--- src/design/awce_pkg.sv ---
// Shared types and constants for the analog window comparator event unit.
package awce_pkg;

  localparam int CFG_ADDR_BITS = 5;
  localparam int CFG_DATA_BITS = 32;
  localparam int LVL_BITS      = 16;
  localparam int STEADY_BITS   = 32;
  localparam int CODE_BITS     = 4;
  localparam int COUNT_BITS    = 16;

  localparam logic [LVL_BITS-1:0]    HIGH_LEVEL_RST  = 16'd800;
  localparam logic [LVL_BITS-1:0]    LOW_LEVEL_RST   = 16'd200;
  localparam logic [LVL_BITS-1:0]    HYST_RST        = 16'd20;
  localparam logic [LVL_BITS-1:0]    DELTA_LIMIT_RST = 16'hFFFF;
  localparam logic [LVL_BITS-1:0]    STEP_SIZE_RST   = 16'hFFFF;
  localparam logic [STEADY_BITS-1:0] STEADY_RST      = 32'hFFFF_FFFF;

  // pending-event mask, emitted lowest bit first
  localparam int MB_STEP   = 0;
  localparam int MB_DELTA  = 1;
  localparam int MB_REGION = 2;
  localparam int MB_CHANGE = 3;
  localparam int MB_STEADY = 4;
  localparam int MB_EXC    = 5;
  localparam int MASK_BITS = 6;

  typedef enum logic [2:0] {
    RG_LOW   = 3'd0,
    RG_HIGH  = 3'd1,
    RG_BAND  = 3'd2,
    RG_SLOW  = 3'd3,
    RG_SHIGH = 3'd4,
    RG_SBAND = 3'd5,
    RG_NONE  = 3'd7
  } region_t;

  typedef enum logic [CODE_BITS-1:0] {
    EV_STEP_UP     = 4'd0,
    EV_STEP_DOWN   = 4'd1,
    EV_DELTA       = 4'd2,
    EV_HIGH        = 4'd3,
    EV_LOW         = 4'd4,
    EV_BAND        = 4'd5,
    EV_CHANGE      = 4'd6,
    EV_STEADY_HIGH = 4'd7,
    EV_STEADY_LOW  = 4'd8,
    EV_STEADY_BAND = 4'd9,
    EV_EXCEPTION   = 4'd10
  } ev_code_t;

  typedef enum logic [2:0] {
    REG_HIGH_LEVEL   = 3'd0,
    REG_LOW_LEVEL    = 3'd1,
    REG_HYST_WIDTH   = 3'd2,
    REG_DELTA_LIMIT  = 3'd3,
    REG_STEP_SIZE    = 3'd4,
    REG_STEADY_HIGH  = 3'd5,
    REG_STEADY_LOW   = 3'd6,
    REG_STEADY_BAND  = 3'd7
  } reg_idx_t;

  typedef enum logic [1:0] {
    ST_IDLE = 2'd0,
    ST_DIV  = 2'd1,
    ST_EVAL = 2'd2,
    ST_EMIT = 2'd3
  } ctrl_state_t;

  typedef struct packed {
    logic [LVL_BITS-1:0]    high_level;
    logic [LVL_BITS-1:0]    low_level;
    logic [LVL_BITS-1:0]    hysteresis_width;
    logic [LVL_BITS-1:0]    delta_limit;
    logic [LVL_BITS-1:0]    step_size;
    logic [STEADY_BITS-1:0] steady_high_ticks;
    logic [STEADY_BITS-1:0] steady_low_ticks;
    logic [STEADY_BITS-1:0] steady_band_ticks;
  } cfg_t;

  typedef struct packed {
    logic load;
    logic eval;
    logic pop;
  } ctrl_cmd_t;

  typedef struct packed {
    logic div_busy;
    logic pend;
    logic last;
  } ctrl_sts_t;

endpackage

--- src/design/awce_if.sv ---
// Request channel interfaces for samples in and events out.
interface awce_in_if #(
  parameter int SAMPLE_BITS = 16,
  parameter int TICK_BITS   = 32
);
  logic                   valid;
  logic                   ready;
  logic [SAMPLE_BITS-1:0] sample;
  logic [TICK_BITS-1:0]   now_tick;
  logic                   check_delta;

  modport source (output valid, sample, now_tick, check_delta, input ready);
  modport sink   (input valid, sample, now_tick, check_delta, output ready);
endinterface

interface awce_out_if;
  logic        valid;
  logic        ready;
  logic [3:0]  event_code;
  logic [15:0] step_count;
  logic        last_event;

  modport source (output valid, event_code, step_count, last_event, input ready);
  modport sink   (input valid, event_code, step_count, last_event, output ready);
endinterface

--- src/design/awce_regs.sv ---
// APB-style configuration register file.
module awce_regs (
  input  logic                                clk,
  input  logic                                rst_n,
  input  logic                                psel,
  input  logic                                penable,
  input  logic                                pwrite,
  input  logic [awce_pkg::CFG_ADDR_BITS-1:0]  paddr,
  input  logic [awce_pkg::CFG_DATA_BITS-1:0]  pwdata,
  output logic [awce_pkg::CFG_DATA_BITS-1:0]  prdata,
  output logic                                pready,
  output awce_pkg::cfg_t                      cfg
);

  awce_pkg::cfg_t     cfg_r;
  awce_pkg::reg_idx_t idx;
  logic               wr_en;

  assign idx    = awce_pkg::reg_idx_t'(paddr[awce_pkg::CFG_ADDR_BITS-1:2]);
  assign wr_en  = psel && penable && pwrite;
  assign pready = 1'b1;
  assign cfg    = cfg_r;

  always_ff @(posedge clk) begin
    if (!rst_n) begin
      cfg_r.high_level        <= awce_pkg::HIGH_LEVEL_RST;
      cfg_r.low_level         <= awce_pkg::LOW_LEVEL_RST;
      cfg_r.hysteresis_width  <= awce_pkg::HYST_RST;
      cfg_r.delta_limit       <= awce_pkg::DELTA_LIMIT_RST;
      cfg_r.step_size         <= awce_pkg::STEP_SIZE_RST;
      cfg_r.steady_high_ticks <= awce_pkg::STEADY_RST;
      cfg_r.steady_low_ticks  <= awce_pkg::STEADY_RST;
      cfg_r.steady_band_ticks <= awce_pkg::STEADY_RST;
    end else if (wr_en) begin
      unique case (idx)
        awce_pkg::REG_HIGH_LEVEL:  cfg_r.high_level        <= pwdata[15:0];
        awce_pkg::REG_LOW_LEVEL:   cfg_r.low_level         <= pwdata[15:0];
        awce_pkg::REG_HYST_WIDTH:  cfg_r.hysteresis_width  <= pwdata[15:0];
        awce_pkg::REG_DELTA_LIMIT: cfg_r.delta_limit       <= pwdata[15:0];
        awce_pkg::REG_STEP_SIZE:   cfg_r.step_size         <= pwdata[15:0];
        awce_pkg::REG_STEADY_HIGH: cfg_r.steady_high_ticks <= pwdata;
        awce_pkg::REG_STEADY_LOW:  cfg_r.steady_low_ticks  <= pwdata;
        awce_pkg::REG_STEADY_BAND: cfg_r.steady_band_ticks <= pwdata;
      endcase
    end
  end

  always_comb begin
    unique case (idx)
      awce_pkg::REG_HIGH_LEVEL:  prdata = 32'(cfg_r.high_level);
      awce_pkg::REG_LOW_LEVEL:   prdata = 32'(cfg_r.low_level);
      awce_pkg::REG_HYST_WIDTH:  prdata = 32'(cfg_r.hysteresis_width);
      awce_pkg::REG_DELTA_LIMIT: prdata = 32'(cfg_r.delta_limit);
      awce_pkg::REG_STEP_SIZE:   prdata = 32'(cfg_r.step_size);
      awce_pkg::REG_STEADY_HIGH: prdata = cfg_r.steady_high_ticks;
      awce_pkg::REG_STEADY_LOW:  prdata = cfg_r.steady_low_ticks;
      awce_pkg::REG_STEADY_BAND: prdata = cfg_r.steady_band_ticks;
    endcase
  end

endmodule

--- src/design/awce_div.sv ---
// Restoring divider, one quotient bit per cycle.
module awce_div #(
  parameter int SAMPLE_BITS = 16
) (
  input  logic                              clk,
  input  logic                              rst_n,
  input  logic                              start,
  input  logic [SAMPLE_BITS-1:0]            dividend,
  input  logic [awce_pkg::LVL_BITS-1:0]     divisor,
  output logic [SAMPLE_BITS-1:0]            quotient,
  output logic                              busy
);

  localparam int CNT_BITS = $clog2(SAMPLE_BITS + 1);
  localparam int DW       = awce_pkg::LVL_BITS;

  logic [SAMPLE_BITS-1:0] q_r;
  logic [DW-1:0]          rem_r;
  logic [CNT_BITS-1:0]    cnt_r;
  logic                   busy_r;
  logic [DW:0]            shifted;
  logic [DW+1:0]          trial;

  assign shifted  = {rem_r, q_r[SAMPLE_BITS-1]};
  // extra top bit keeps a zero divisor from looking negative: quotient all ones
  assign trial    = {1'b0, shifted} - {2'b00, divisor};
  assign quotient = q_r;
  assign busy     = busy_r;

  always_ff @(posedge clk) begin
    if (!rst_n) begin
      busy_r <= 1'b0;
      cnt_r  <= '0;
    end else if (start) begin
      busy_r <= 1'b1;
      cnt_r  <= CNT_BITS'(SAMPLE_BITS);
    end else if (busy_r) begin
      cnt_r  <= cnt_r - 1'b1;
      busy_r <= (cnt_r != CNT_BITS'(1));
    end
  end

  always_ff @(posedge clk) begin
    if (start) begin
      q_r   <= dividend;
      rem_r <= '0;
    end else if (busy_r) begin
      if (!trial[DW+1]) begin
        rem_r <= trial[DW-1:0];
        q_r   <= {q_r[SAMPLE_BITS-2:0], 1'b1};
      end else begin
        rem_r <= shifted[DW-1:0];
        q_r   <= {q_r[SAMPLE_BITS-2:0], 1'b0};
      end
    end
  end

endmodule

--- src/design/awce_dp.sv ---
// Datapath: sample latch, step divider, region state and event queue.
module awce_dp #(
  parameter int SAMPLE_BITS = 16,
  parameter int TICK_BITS   = 32
) (
  input  logic                                clk,
  input  logic                                rst_n,
  input  awce_pkg::ctrl_cmd_t                 cmd,
  input  awce_pkg::cfg_t                      cfg,
  input  logic [SAMPLE_BITS-1:0]              sample,
  input  logic [TICK_BITS-1:0]                now_tick,
  input  logic                                check_delta,
  output awce_pkg::ctrl_sts_t                 sts,
  output logic [awce_pkg::CODE_BITS-1:0]      event_code,
  output logic [awce_pkg::COUNT_BITS-1:0]     step_count,
  output logic                                last_event
);

  localparam int CW = (SAMPLE_BITS > awce_pkg::LVL_BITS) ? SAMPLE_BITS : awce_pkg::LVL_BITS;
  localparam int W  = CW + 1;
  localparam int TW = (TICK_BITS > awce_pkg::STEADY_BITS) ? TICK_BITS : awce_pkg::STEADY_BITS;
  localparam int MB = awce_pkg::MASK_BITS;

  logic [SAMPLE_BITS-1:0] v_r;
  logic [TICK_BITS-1:0]   now_r;
  logic                   act_r;

  awce_pkg::region_t      region_r, region_nxt;
  logic [SAMPLE_BITS-1:0] lsi_r, lsi_nxt;
  logic [SAMPLE_BITS-1:0] ref_r, ref_nxt;
  logic [TICK_BITS-1:0]   ct_r, ct_nxt;
  logic [MB-1:0]          mask_r, mask_nxt;
  awce_pkg::ev_code_t     dir_r, dir_nxt;
  awce_pkg::ev_code_t     evr_r, evr_nxt;
  awce_pkg::ev_code_t     evs_r, evs_nxt;
  logic [awce_pkg::COUNT_BITS-1:0] cnt_r, cnt_nxt;

  logic [SAMPLE_BITS-1:0] quo;
  logic                   div_busy;

  logic [W-1:0]           v_w, hi_w, lo_w, hy_w;
  logic                   cfg_bad;
  logic                   up;
  logic [SAMPLE_BITS-1:0] sdiff, ddiff;
  logic                   step_sat;
  logic                   dlt_hit;
  logic [TICK_BITS-1:0]   elapsed;
  logic                   trans;
  awce_pkg::region_t      tgt;
  logic [awce_pkg::STEADY_BITS-1:0] limit;
  awce_pkg::ev_code_t     evs_sel;
  logic                   steady_hit;
  logic [MB-1:0]          cur_oh;

  awce_div #(.SAMPLE_BITS(SAMPLE_BITS)) u_div (
    .clk      (clk),
    .rst_n    (rst_n),
    .start    (cmd.load),
    .dividend (sample),
    .divisor  (cfg.step_size),
    .quotient (quo),
    .busy     (div_busy)
  );

  always_ff @(posedge clk) begin
    if (cmd.load) begin
      v_r   <= sample;
      now_r <= now_tick;
      act_r <= check_delta;
    end
  end

  assign v_w  = W'(v_r);
  assign hi_w = W'(cfg.high_level);
  assign lo_w = W'(cfg.low_level);
  assign hy_w = W'(cfg.hysteresis_width);

  assign cfg_bad = (cfg.high_level < cfg.low_level) ||
                   ((cfg.high_level - cfg.low_level) <= cfg.hysteresis_width) ||
                   (cfg.step_size == '0);

  assign up       = quo > lsi_r;
  assign sdiff    = up ? (quo - lsi_r) : (lsi_r - quo);
  assign step_sat = CW'(sdiff) > CW'(16'hFFFF);
  assign ddiff    = (v_r > ref_r) ? (v_r - ref_r) : (ref_r - v_r);
  assign dlt_hit  = CW'(ddiff) >= CW'(cfg.delta_limit);
  assign elapsed  = now_r - ct_r;

  // threshold crossings with hysteresis on band re-entry
  always_comb begin
    trans   = 1'b0;
    tgt     = awce_pkg::RG_BAND;
    limit   = cfg.steady_band_ticks;
    evs_sel = awce_pkg::EV_STEADY_BAND;
    unique case (region_r)
      awce_pkg::RG_LOW, awce_pkg::RG_SLOW: begin
        limit   = cfg.steady_low_ticks;
        evs_sel = awce_pkg::EV_STEADY_LOW;
        if (v_w > hi_w) begin
          trans = 1'b1;
          tgt   = awce_pkg::RG_HIGH;
        end else if (v_w > lo_w + hy_w) begin
          trans = 1'b1;
        end
      end
      awce_pkg::RG_HIGH, awce_pkg::RG_SHIGH: begin
        limit   = cfg.steady_high_ticks;
        evs_sel = awce_pkg::EV_STEADY_HIGH;
        if (v_w < lo_w) begin
          trans = 1'b1;
          tgt   = awce_pkg::RG_LOW;
        end else if (v_w + hy_w < hi_w) begin
          trans = 1'b1;
        end
      end
      default: begin
        if (v_w > hi_w) begin
          trans = 1'b1;
          tgt   = awce_pkg::RG_HIGH;
        end else if (v_w < lo_w) begin
          trans = 1'b1;
          tgt   = awce_pkg::RG_LOW;
        end
      end
    endcase
  end

  assign steady_hit = ((region_r == awce_pkg::RG_LOW) || (region_r == awce_pkg::RG_HIGH) ||
                       (region_r == awce_pkg::RG_BAND)) && (TW'(elapsed) > TW'(limit));

  always_comb begin
    region_nxt = region_r;
    lsi_nxt    = lsi_r;
    ref_nxt    = ref_r;
    ct_nxt     = ct_r;
    mask_nxt   = '0;
    dir_nxt    = awce_pkg::EV_STEP_UP;
    cnt_nxt    = '0;
    evr_nxt    = awce_pkg::EV_BAND;
    evs_nxt    = evs_sel;
    if (region_r == awce_pkg::RG_NONE) begin
      // first sample only seeds the state
      if (v_w > hi_w) region_nxt = awce_pkg::RG_HIGH;
      else if (v_w < lo_w) region_nxt = awce_pkg::RG_LOW;
      else region_nxt = awce_pkg::RG_BAND;
      lsi_nxt = quo;
      ref_nxt = v_r;
      ct_nxt  = now_r;
    end else if (cfg_bad) begin
      mask_nxt[awce_pkg::MB_EXC] = 1'b1;
    end else begin
      if (quo != lsi_r) begin
        mask_nxt[awce_pkg::MB_STEP] = 1'b1;
        dir_nxt = up ? awce_pkg::EV_STEP_UP : awce_pkg::EV_STEP_DOWN;
        cnt_nxt = step_sat ? '1 : awce_pkg::COUNT_BITS'(sdiff);
        lsi_nxt = quo;
      end
      if (act_r) begin
        mask_nxt[awce_pkg::MB_DELTA] = dlt_hit;
        ref_nxt = v_r;
      end
      if (trans) begin
        mask_nxt[awce_pkg::MB_REGION] = 1'b1;
        mask_nxt[awce_pkg::MB_CHANGE] = 1'b1;
        evr_nxt = (tgt == awce_pkg::RG_HIGH) ? awce_pkg::EV_HIGH :
                  (tgt == awce_pkg::RG_LOW)  ? awce_pkg::EV_LOW  : awce_pkg::EV_BAND;
        region_nxt = tgt;
        ct_nxt     = now_r;
      end else if (steady_hit) begin
        mask_nxt[awce_pkg::MB_STEADY] = 1'b1;
        region_nxt = (region_r == awce_pkg::RG_LOW)  ? awce_pkg::RG_SLOW :
                     (region_r == awce_pkg::RG_HIGH) ? awce_pkg::RG_SHIGH : awce_pkg::RG_SBAND;
        ct_nxt     = now_r;
      end
    end
  end

  // lowest pending bit goes out first
  assign cur_oh = mask_r & (~mask_r + MB'(1));

  always_ff @(posedge clk) begin
    if (!rst_n) begin
      region_r <= awce_pkg::RG_NONE;
      lsi_r    <= '0;
      ref_r    <= '0;
      ct_r     <= '0;
      mask_r   <= '0;
    end else if (cmd.eval) begin
      region_r <= region_nxt;
      lsi_r    <= lsi_nxt;
      ref_r    <= ref_nxt;
      ct_r     <= ct_nxt;
      mask_r   <= mask_nxt;
    end else if (cmd.pop) begin
      mask_r   <= mask_r & ~cur_oh;
    end
  end

  always_ff @(posedge clk) begin
    if (cmd.eval) begin
      dir_r <= dir_nxt;
      cnt_r <= cnt_nxt;
      evr_r <= evr_nxt;
      evs_r <= evs_nxt;
    end
  end

  always_comb begin
    event_code = awce_pkg::EV_EXCEPTION;
    step_count = '0;
    priority if (mask_r[awce_pkg::MB_STEP]) begin
      event_code = dir_r;
      step_count = cnt_r;
    end else if (mask_r[awce_pkg::MB_DELTA]) begin
      event_code = awce_pkg::EV_DELTA;
    end else if (mask_r[awce_pkg::MB_REGION]) begin
      event_code = evr_r;
    end else if (mask_r[awce_pkg::MB_CHANGE]) begin
      event_code = awce_pkg::EV_CHANGE;
    end else if (mask_r[awce_pkg::MB_STEADY]) begin
      event_code = evs_r;
    end else begin
      event_code = awce_pkg::EV_EXCEPTION;
    end
  end

  assign last_event   = ((mask_r & ~cur_oh) == '0);
  assign sts.div_busy = div_busy;
  assign sts.pend     = (mask_r != '0);
  assign sts.last     = last_event;

`ifndef SYNTHESIS
  a_exc_alone: assert property (@(posedge clk) disable iff (!rst_n)
    mask_r[awce_pkg::MB_EXC] |-> (mask_r == MB'(1 << awce_pkg::MB_EXC)))
    else $error("exception queued with other events");
  a_region_then_change: assert property (@(posedge clk) disable iff (!rst_n)
    mask_r[awce_pkg::MB_REGION] |-> mask_r[awce_pkg::MB_CHANGE])
    else $error("region event without on-change event");
  a_no_steady_on_change: assert property (@(posedge clk) disable iff (!rst_n)
    !(mask_r[awce_pkg::MB_STEADY] && mask_r[awce_pkg::MB_CHANGE]))
    else $error("steady event queued with a transition");
  a_seeded_after_eval: assert property (@(posedge clk) disable iff (!rst_n)
    cmd.eval |=> (region_r != awce_pkg::RG_NONE))
    else $error("region left unset after evaluation");
  a_no_eval_while_dividing: assert property (@(posedge clk) disable iff (!rst_n)
    cmd.eval |-> !div_busy)
    else $error("evaluation before quotient ready");
`endif

endmodule

--- src/design/awce_ctrl.sv ---
// Controller: sequences load, divide, evaluate and event emission.
module awce_ctrl (
  input  logic                 clk,
  input  logic                 rst_n,
  input  logic                 in_valid,
  output logic                 in_ready,
  output logic                 out_valid,
  input  logic                 out_ready,
  input  awce_pkg::ctrl_sts_t  sts,
  output awce_pkg::ctrl_cmd_t  cmd
);

  awce_pkg::ctrl_state_t state_r, state_nxt;

  always_ff @(posedge clk) begin
    if (!rst_n) begin
      state_r <= awce_pkg::ST_IDLE;
    end else begin
      state_r <= state_nxt;
    end
  end

  always_comb begin
    state_nxt = state_r;
    cmd       = '0;
    in_ready  = 1'b0;
    out_valid = 1'b0;
    unique case (state_r)
      awce_pkg::ST_IDLE: begin
        in_ready = 1'b1;
        if (in_valid) begin
          cmd.load  = 1'b1;
          state_nxt = awce_pkg::ST_DIV;
        end
      end
      awce_pkg::ST_DIV: begin
        if (!sts.div_busy) state_nxt = awce_pkg::ST_EVAL;
      end
      awce_pkg::ST_EVAL: begin
        cmd.eval  = 1'b1;
        state_nxt = awce_pkg::ST_EMIT;
      end
      awce_pkg::ST_EMIT: begin
        if (!sts.pend) begin
          state_nxt = awce_pkg::ST_IDLE;
        end else begin
          out_valid = 1'b1;
          if (out_ready) begin
            cmd.pop = 1'b1;
            if (sts.last) state_nxt = awce_pkg::ST_IDLE;
          end
        end
      end
    endcase
  end

endmodule

--- src/design/analog_window_comparator_events_unit.sv ---
// Top level of the analog window comparator event unit.
// After a sample request is accepted, the unit loads it, runs the step divider, evaluates
// and then offers its events; it takes one sample at a time, with no new request taken
// until the last event is out. The bit-serial step divider gives one quotient bit a cycle.
// Reset (rst_n, synchronous, active low) restores register defaults and arms the next
// sample as the seeding sample that gives no events.
module analog_window_comparator_events_unit #(
  parameter int SAMPLE_BITS = 16,
  parameter int TICK_BITS   = 32
) (
  input  logic                                clk,
  input  logic                                rst_n,
  awce_in_if.sink                             in_ch,
  awce_out_if.source                          out_ch,
  input  logic                                psel,
  input  logic                                penable,
  input  logic                                pwrite,
  input  logic [awce_pkg::CFG_ADDR_BITS-1:0]  paddr,
  input  logic [awce_pkg::CFG_DATA_BITS-1:0]  pwdata,
  output logic [awce_pkg::CFG_DATA_BITS-1:0]  prdata,
  output logic                                pready
);

  awce_pkg::cfg_t      cfg;
  awce_pkg::ctrl_cmd_t cmd;
  awce_pkg::ctrl_sts_t sts;
  logic                in_ready;
  logic                out_valid;

  awce_regs u_regs (
    .clk     (clk),
    .rst_n   (rst_n),
    .psel    (psel),
    .penable (penable),
    .pwrite  (pwrite),
    .paddr   (paddr),
    .pwdata  (pwdata),
    .prdata  (prdata),
    .pready  (pready),
    .cfg     (cfg)
  );

  awce_ctrl u_ctrl (
    .clk       (clk),
    .rst_n     (rst_n),
    .in_valid  (in_ch.valid),
    .in_ready  (in_ready),
    .out_valid (out_valid),
    .out_ready (out_ch.ready),
    .sts       (sts),
    .cmd       (cmd)
  );

  awce_dp #(
    .SAMPLE_BITS (SAMPLE_BITS),
    .TICK_BITS   (TICK_BITS)
  ) u_dp (
    .clk         (clk),
    .rst_n       (rst_n),
    .cmd         (cmd),
    .cfg         (cfg),
    .sample      (in_ch.sample),
    .now_tick    (in_ch.now_tick),
    .check_delta (in_ch.check_delta),
    .sts         (sts),
    .event_code  (out_ch.event_code),
    .step_count  (out_ch.step_count),
    .last_event  (out_ch.last_event)
  );

  assign in_ch.ready  = in_ready;
  assign out_ch.valid = out_valid;

endmodule

--- src/flat_wrapper.sv ---
// flat-port wrapper written by rule: the top's interface ports become plain ports
module analog_window_comparator_events_unit_flat 
#(
  parameter int SAMPLE_BITS = 16,
  parameter int TICK_BITS   = 32
)
  (clk, rst_n, psel, penable, pwrite, paddr, pwdata, prdata, pready, in_ch_valid, in_ch_sample, in_ch_now_tick, in_ch_check_delta, in_ch_ready, out_ch_valid, out_ch_event_code, out_ch_step_count, out_ch_last_event, out_ch_ready);
  awce_in_if #(.SAMPLE_BITS(SAMPLE_BITS), .TICK_BITS(TICK_BITS)) in_ch_i ();
  awce_out_if out_ch_i ();
  input  logic clk;
  input  logic rst_n;
  input  logic psel;
  input  logic penable;
  input  logic pwrite;
  input  logic [awce_pkg::CFG_ADDR_BITS-1:0] paddr;
  input  logic [awce_pkg::CFG_DATA_BITS-1:0] pwdata;
  output logic [awce_pkg::CFG_DATA_BITS-1:0] prdata;
  output logic pready;
  input wire logic [$bits(in_ch_i.valid)-1:0] in_ch_valid;
  input wire logic [$bits(in_ch_i.sample)-1:0] in_ch_sample;
  input wire logic [$bits(in_ch_i.now_tick)-1:0] in_ch_now_tick;
  input wire logic [$bits(in_ch_i.check_delta)-1:0] in_ch_check_delta;
  output wire logic [$bits(in_ch_i.ready)-1:0] in_ch_ready;
  output wire logic [$bits(out_ch_i.valid)-1:0] out_ch_valid;
  output wire logic [$bits(out_ch_i.event_code)-1:0] out_ch_event_code;
  output wire logic [$bits(out_ch_i.step_count)-1:0] out_ch_step_count;
  output wire logic [$bits(out_ch_i.last_event)-1:0] out_ch_last_event;
  input wire logic [$bits(out_ch_i.ready)-1:0] out_ch_ready;
  assign in_ch_i.valid = in_ch_valid;
  assign in_ch_i.sample = in_ch_sample;
  assign in_ch_i.now_tick = in_ch_now_tick;
  assign in_ch_i.check_delta = in_ch_check_delta;
  assign in_ch_ready = in_ch_i.ready;
  assign out_ch_valid = out_ch_i.valid;
  assign out_ch_event_code = out_ch_i.event_code;
  assign out_ch_step_count = out_ch_i.step_count;
  assign out_ch_last_event = out_ch_i.last_event;
  assign out_ch_i.ready = out_ch_ready;
  analog_window_comparator_events_unit #(.SAMPLE_BITS(SAMPLE_BITS), .TICK_BITS(TICK_BITS)) u_core (.clk(clk), .rst_n(rst_n), .in_ch(in_ch_i), .out_ch(out_ch_i), .psel(psel), .penable(penable), .pwrite(pwrite), .paddr(paddr), .pwdata(pwdata), .prdata(prdata), .pready(pready));
endmodule
--- config.mk ---
export PLATFORM = sky130hd
export DESIGN_NAME = analog_window_comparator_events_unit_flat
export DESIGN_NICKNAME = d
export VERILOG_FILES = /design/src/design/awce_pkg.sv /design/src/design/awce_if.sv /design/src/design/awce_regs.sv /design/src/design/awce_div.sv /design/src/design/awce_dp.sv /design/src/design/awce_ctrl.sv /design/src/design/analog_window_comparator_events_unit.sv /design/src/flat_wrapper.sv
export SDC_FILE = /design/constraint.sdc
export NUM_CORES = 1
export LEC_CHECK = 0
export ABC_AREA = 1
export BUFFER_PORTS_ARGS = -buffer_cell sky130_fd_sc_hd__buf_2
export CAP_MARGIN = 20
export CELL_PAD_IN_SITES_DETAIL_PLACEMENT = 2
export CELL_PAD_IN_SITES_GLOBAL_PLACEMENT = 2
export CORE_ASPECT_RATIO = 0.6
export CORE_MARGIN = 5
export CORE_UTILIZATION = 30
export CTS_CLUSTER_DIAMETER = 80
export DETAILED_ROUTE_END_ITERATION = 6
export PLACE_DENSITY = 0.76
export REMOVE_ABC_BUFFERS = 1
export SYNTH_ARGS = -nofsm -noshare
export SYNTH_HDL_FRONTEND = slang
export SYNTH_SLANG_ARGS = --single-unit
--- constraint.sdc ---
create_clock -name clk -period 6.1 [get_ports clk]
set_input_delay 1.83 -clock clk [delete_from_list [all_inputs] [get_ports clk]]
set_output_delay 1.83 -clock clk [all_outputs]
set_load 0.005 [all_outputs]
==> reports/results.ini, run 1 <==
[synthesis]
synth-edff-count = 88
ys_seq_elements = 361
yosysSeqAreaShare_pct = 32.1
yosysWarnings = 0
yosysUniqueCellTypes = 60
syn_area_um2 = 25300
synth-async-reset-ratio_pct = 0
postSynthAreaPerCell_um2 = 7.21
syn_inst = 3509
synth-main-ff-cell = dfxtp_1

[layout]
register_area_um2 = 8110
nets = 4016
drive_gt1_share_pct = 8.09
area_growth_pct = 14.0
fillers = 9949
multi_input_area_um2 = 15100
diodes = 0

[cts]
cts.path.max_buffers = 3
cts_tree = yes
cts.repair.resized = 0
h-tree-depth = 2
cts_setup_buffers = 0
path_clk_slew_ps = 60
numCtsBuffers = 43
clock_sinks = 361
clock-root-buffer = clkbuf_16
insertion_delay_ps = 610
hold_buffers = 0

[critical_path]
crit_fanout = 14
cp.arrival_ps = 3830
critPathKind = input port to output pin
ff2ff_path_depth = 24
worstPathRequired_ps = 4270
start_kind = input port
end_kind = output pin

[floorplan]
die_w_um = 385
num_rows = 82
die_area_um2 = 90400
core_area_um2 = 83500
start_util_pct = 30.3
die_h_um = 235
ios = 149

[grt]
grt_pass1_wl_um = 161000
grt_overflow = 0
antenna_found_initial = 6
grt_pass1_vias = 26095
grt_max_degree = 96
grtUsageTotal_pct = 22.7

[worst_hold_path]
whs_path_depth = 2
min_path_type = register to register

[pwr]
switchingPower_mw = 6.22
power_per_cell_area_nw_per_um2 = 453
pwr-share-comb_pct = 53.1
power.internal_mw = 6.83
p_leak_nw = 13.6
vdd_ir_drop_max_v = 0.000181
p_sw_share_pct = 47.7
p_clk_share_pct = 21.7
p_seq_share_pct = 25.2

[timing]
timing.max_slew.rel_slack_pct = 13.8
timing.hold.ws_ps = 465
finalHoldViolCount = 0
report.final.setup_viol = 0
tightestPinTransition_ps = 1280
skew_ps = 23.0
min_period_over_period_pct = 92.8
rsz0062_at_grt = false
final.setup.tns_ps = 0
fmax_ghz = 0.177
period_needed_ps = 5660
drv_slew = 0

[drt]
first_pass_iters = 5
wl_per_cell_um = 22.0
drtAntennaViolNets = 0
drc = 0
finalWirelength_um = 106000
via_count = 24888
drtIter0Drc = 1749
routed_via_density = 5.19

[status]
status = finished clean

[place]
gp_congestion = 0.878
dp_hpwl_um = 81600
port_buffers = 145

[flow_run]
max_cap_violations = 0

==> cell families (layout without fill, tap and decap cells) <==
| family | count (synthesis) | after routing | share of synthesized area, % |
|---|---|---|---|
| AND/OR/NAND/NOR | 1416 | 1416 | 23.2 |
| flip-flops | 361 | 361 | 32.1 |
| adder cells (fa/ha/maj) | 298 | 298 | 15.0 |
| AO/OA/AOI/OAI | 777 | 777 | 17.3 |
| multiplexers | 7 | 7 | 0.302 |
| buffers and inverters | 535 | 685 | 8.23 |
| other | 1 | 1 | 0.0148 |
| XOR/XNOR | 114 | 114 | 3.95 |
==> cells in the final DEF, fill, tap and decap left out, drive strengths merged, types with 16 or more instances in the layout <==
master | synthesis | layout
a21oi | 342 | 342
a221oi | 20 | 20
buf | 32 | 192
clkbuf | 89 | 61
dfxtp | 273 | 273
edfxtp | 88 | 88
ha | 289 | 289
inv | 411 | 412
nand2 | 830 | 830
nand3 | 197 | 197
nand3b | 32 | 32
nand4 | 16 | 16
nor2 | 278 | 278
nor3 | 42 | 42
o211ai | 60 | 60
o21ai | 258 | 258
o22ai | 28 | 28
xnor2 | 39 | 39
xor2 | 75 | 75
==> per-layer routing <==
metal | vias to the layer above | global-route usage, % | routed length [um]
met5 | - | 1.38 | 172
met4 | 2 | 3.23 | 1240
met3 | 67 | 3.98 | 5970
met2 | 503 | 31.6 | 40700
met1 | 12350 | 36.5 | 57600
li1 | 11966 | - | -
==> final cells by class <==
cell class / count / area share [%]
clock buffer: 61 / 4.43
sequential: 361 / 28.1
tap: 1134 / 4.92
inverter: 414 / 5.40
timing repair buffer: 192 / 3.83
multi-input combinational: 2613 / 52.5
clock inverter: 18 / 0.759
==> power by group through the flow <==
| stage | logic [mW] | registers [mW] | clock network (mW) |
|---|---|---|---|
| 3_5_place_dp | 6.84 | 3.33 | 0 |
| 5_1_grt | 7.78 | 3.33 | 3.00 |
| 3_3_place_gp | 6.53 | 3.31 | 0 |
| 2_1_floorplan | 4.53 | 3.20 | 0 |
| 6_report | 6.93 | 3.28 | 2.84 |
| 4_1_cts | 6.91 | 3.29 | 2.91 |
==> registers in the layout, summed over array words and instances (netlist names), 5 cells and up <==
register,count
u_core.u_dp.u_div.rem_r,16
u_core.u_dp.mask_r,6
u_core.u_dp.ref_r,16
u_core.u_dp.u_div.quotient,16
u_core.u_dp.v_r,16
u_core.u_dp.now_r,32
u_core.u_dp.cnt_r,16
u_core.u_dp.ct_r,32
u_core.u_dp.u_div.cnt_r,5
u_core.u_dp.lsi_r,16
u_core.u_regs.cfg,176
==> synthesized netlist by cell type (all sizes together) (4+ instances only) <==
master,count,share of area (%)
nand3b,32,0.95
o22ai,28,0.69
xnor2,39,1.4
and3,5,0.12
a21boi,7,0.21
a21o,14,0.42
nor4,7,0.20
o21bai,7,0.21
o211ai,60,1.8
inv,411,6.1
a211oi,4,0.14
xor2,75,2.6
ha,289,14
o2111ai,5,0.17
nand3,197,3.9
fa,9,0.71
nor3,42,0.85
o21a,10,0.30
clkbuf,89,1.3
dfxtp,273,22
or2,5,0.12
o221ai,4,0.14
nand2,830,12
nor2,278,4.1
a221oi,20,0.69
a31oi,9,0.22
buf,32,0.74
nand4,16,0.42
mux2,5,0.22
edfxtp,88,10
a21oi,342,6.8
o21ai,258,5.2
==> through the flow <==
stage | utilization, % | power, mW | setup WS, ps | instances | cell area (um^2)
floorplan | - | 7.72 | 237 | 3388 | 24800
global placement | 32.7 | 9.85 | 536 | 4712 | 27300
detailed placement | 32.7 | 10.2 | 522 | 4713 | 27300
CTS | 34.5 | 13.1 | 514 | 4792 | 28800
global route | 34.5 | 14.1 | 341 | 4793 | 28800
finish | 34.5 | 13.0 | 440 | 4793 | 28800
==> critical path, cell delays in order <==
cell and delay [ps]:
buf_2 140, inv_1 150, nor3_2 90, inv_1 520, o22ai_1 130, a221oi_1 330, o211ai_1 370, buf_2 250
==> worst paths after layout <==
kind / from / end / slack (ps)
worst max-delay path: paddr[4] / prdata[8] / 440
worst min-delay path: u_core.u_dp.u_div.rem_r[15]$_SDFFE_PP0P_ / u_core.u_dp.u_div.rem_r[15]$_SDFFE_PP0P_ / 470
worst max register to register: u_core.u_regs.cfg[146]$_SDFFE_PN0P_ / u_core.u_dp.ct_r[29]$_SDFFE_PN0P_ / 720
worst min register to register: u_core.u_dp.u_div.rem_r[15]$_SDFFE_PP0P_ / u_core.u_dp.u_div.rem_r[15]$_SDFFE_PP0P_ / 470
(Power assumes the default switching activity.)
==> inputs of run 2 (changes only) <==
- REMOVE_ABC_BUFFERS: 1 -> not set
==> run 2 against run 1 <==
Against the previous run:
- via count down 0.39%
- maximum frequency about the same
- utilization about the same
- clock skew fell by 7.0 ps
- critical path type unchanged
- sequential share of layout area about the same
- critical path depth unchanged
- final area down 0.13%
- global-route usage decreased by 0.11 points
==> reports/results.ini, run 2 (synthesis results as in run 1) <==
[critical_path]
critPathKind = input port to output pin
critPathSlowestCell = inv_1
worstPathRequired_ps = 4270
cp-startpoint = paddr[4]
crit_chain = buf_2 > inv_1 > nor3_2 > inv_1 > o22ai_1 > a221oi_1 > o211ai_1 > buf_2
end_kind = output pin
start_kind = input port
cp.arrival_ps = 3830
crit_fanout = 14
ff2ff_path_depth = 25
reg2reg_from = u_core.u_dp.v_r[0]$_DFFE_PP_
max_stage_delay_ps = 570

[grt]
antenna_found_initial = 2
grt_max_degree = 101
grtUsageTotal_pct = 22.6
grt_pass1_vias = 25725
grt_overflow = 0
grt_pass1_wl_um = 160000

[cts]
cts.path.max_buffers = 3
insertion_delay_ps = 600
cts.repair.resized = 0
hold_buffers = 0
cts_setup_buffers = 0
cts_tree = yes
clock_sinks = 361
h-tree-depth = 2
path_clk_slew_ps = 60
clock-root-buffer = clkbuf_16
numCtsBuffers = 42

[floorplan]
die_area_um2 = 90400
ios = 149
start_util_pct = 30.3
core_area_um2 = 83500
num_rows = 82
die_h_um = 235
die_w_um = 385

[layout]
drive_gt1_share_pct = 7.86
final_common_cell = nand2_1
area_growth_pct = 13.9
nets = 4009
mostFrequentLayoutCells = 828 x nand2_1, 409 x inv_1, 341 x a21oi_1, 289 x ha_1
largest_reg_flops = 176
diodes = 0

[worst_hold_path]
min_path_type = register to register
whs_path_depth = 2
min-delay-start = u_core.u_dp.u_div.rem_r[15]$_SDFFE_PP0P_

[drt]
wl_met2_um = 40400
finalWirelength_um = 105000
first_pass_iters = 5
wl_per_cell_um = 21.9
via_count = 24792
drtAntennaViolNets = 0
routed_via_density = 5.18
top_layer = met5
met1_length_um = 56400
dr_wl_met3_um = 6240
drtIter0Drc = 1684
drc = 0

[status]
status = finished clean

[pwr]
p_leak_nw = 13.6
power_per_cell_area_nw_per_um2 = 454
vdd_ir_drop_max_v = 0.000247

[timing]
skew_ps = 16.0
report.final.setup_viol = 0
min_period_over_period_pct = 92.8
timing.max_slew.rel_slack_pct = 22.5
finalHoldViolCount = 0
timing.hold.ws_ps = 459
fmax_ghz = 0.177
final.setup.tns_ps = 0
tightestPinTransition_ps = 1150
period_needed_ps = 5660
drv_slew = 0
rsz0062_at_grt = false

[place]
dp_hpwl_um = 80500
port_buffers = 145
gp_congestion = 0.868

[synthesis]
synth_nets = 3900

[flow_run]
max_cap_violations = 0

==> run 2: cell types whose count changed in the layout (fill, tap and decap cells not counted), sizes merged <==
cell,before,now
clkbuf,61,54
buf,192,185
clkinv,13,14
bufinv,4,8
==> run 2: path summary, 6_finish.rpt <==
check        slack [ps]                                  endpoint
min                 460  u_core.u_dp.u_div.rem_r[15]$_SDFFE_PP0P_
max                 440                                 prdata[8]
min reg2reg         460  u_core.u_dp.u_div.rem_r[15]$_SDFFE_PP0P_
max reg2reg         560        u_core.u_dp.mask_r[1]$_SDFFE_PN0P_
==> run 2: final cells by class <==
cell class	instances	area (um^2)
fill	9918	54700
inverter	414	1560
sequential	361	8110
clock inverter	23	325
timing repair buffer	186	1070
clock buffer	53	1170
multi-input combinational	2613	15100
tap	1134	1420
==> run 2: layer usage <==
layer / GRT usage (%) / up-vias
met4: 3.98 / 2
met1: 36.2 / 12219
met3: 3.90 / 92
met2: 31.5 / 533
li1: - / 11946
met5: 0 / -
==> run 2: stage by stage <==
step | power (mW) | utilization, % | cells | worst slack, ps | area (um^2)
after floorplan | 7.86 | - | 3509 | 1410 | 25300
after global placement | 9.87 | 32.6 | 4704 | 472 | 27200
after detailed placement | 10.1 | 32.6 | 4705 | 424 | 27300
after CTS | 13.1 | 34.4 | 4781 | 413 | 28800
after global routing | 14.2 | 34.5 | 4784 | 169 | 28800
final | 13.1 | 34.5 | 4784 | 439 | 28800
==> run 2: where the power goes <==
group	leakage [nW]	internal, mW	switching [mW]
logic	9.78	2.23	4.67
clock network	0.730	1.70	1.17
registers	3.05	2.95	0.364
==> run 2: critical path, delay by kind of cell <==
family	cells	cell delay (ps)
AOI/OAI and AO/OA	3	820
buffers and inverters	4	1050
and+or+nand+nor	1	110
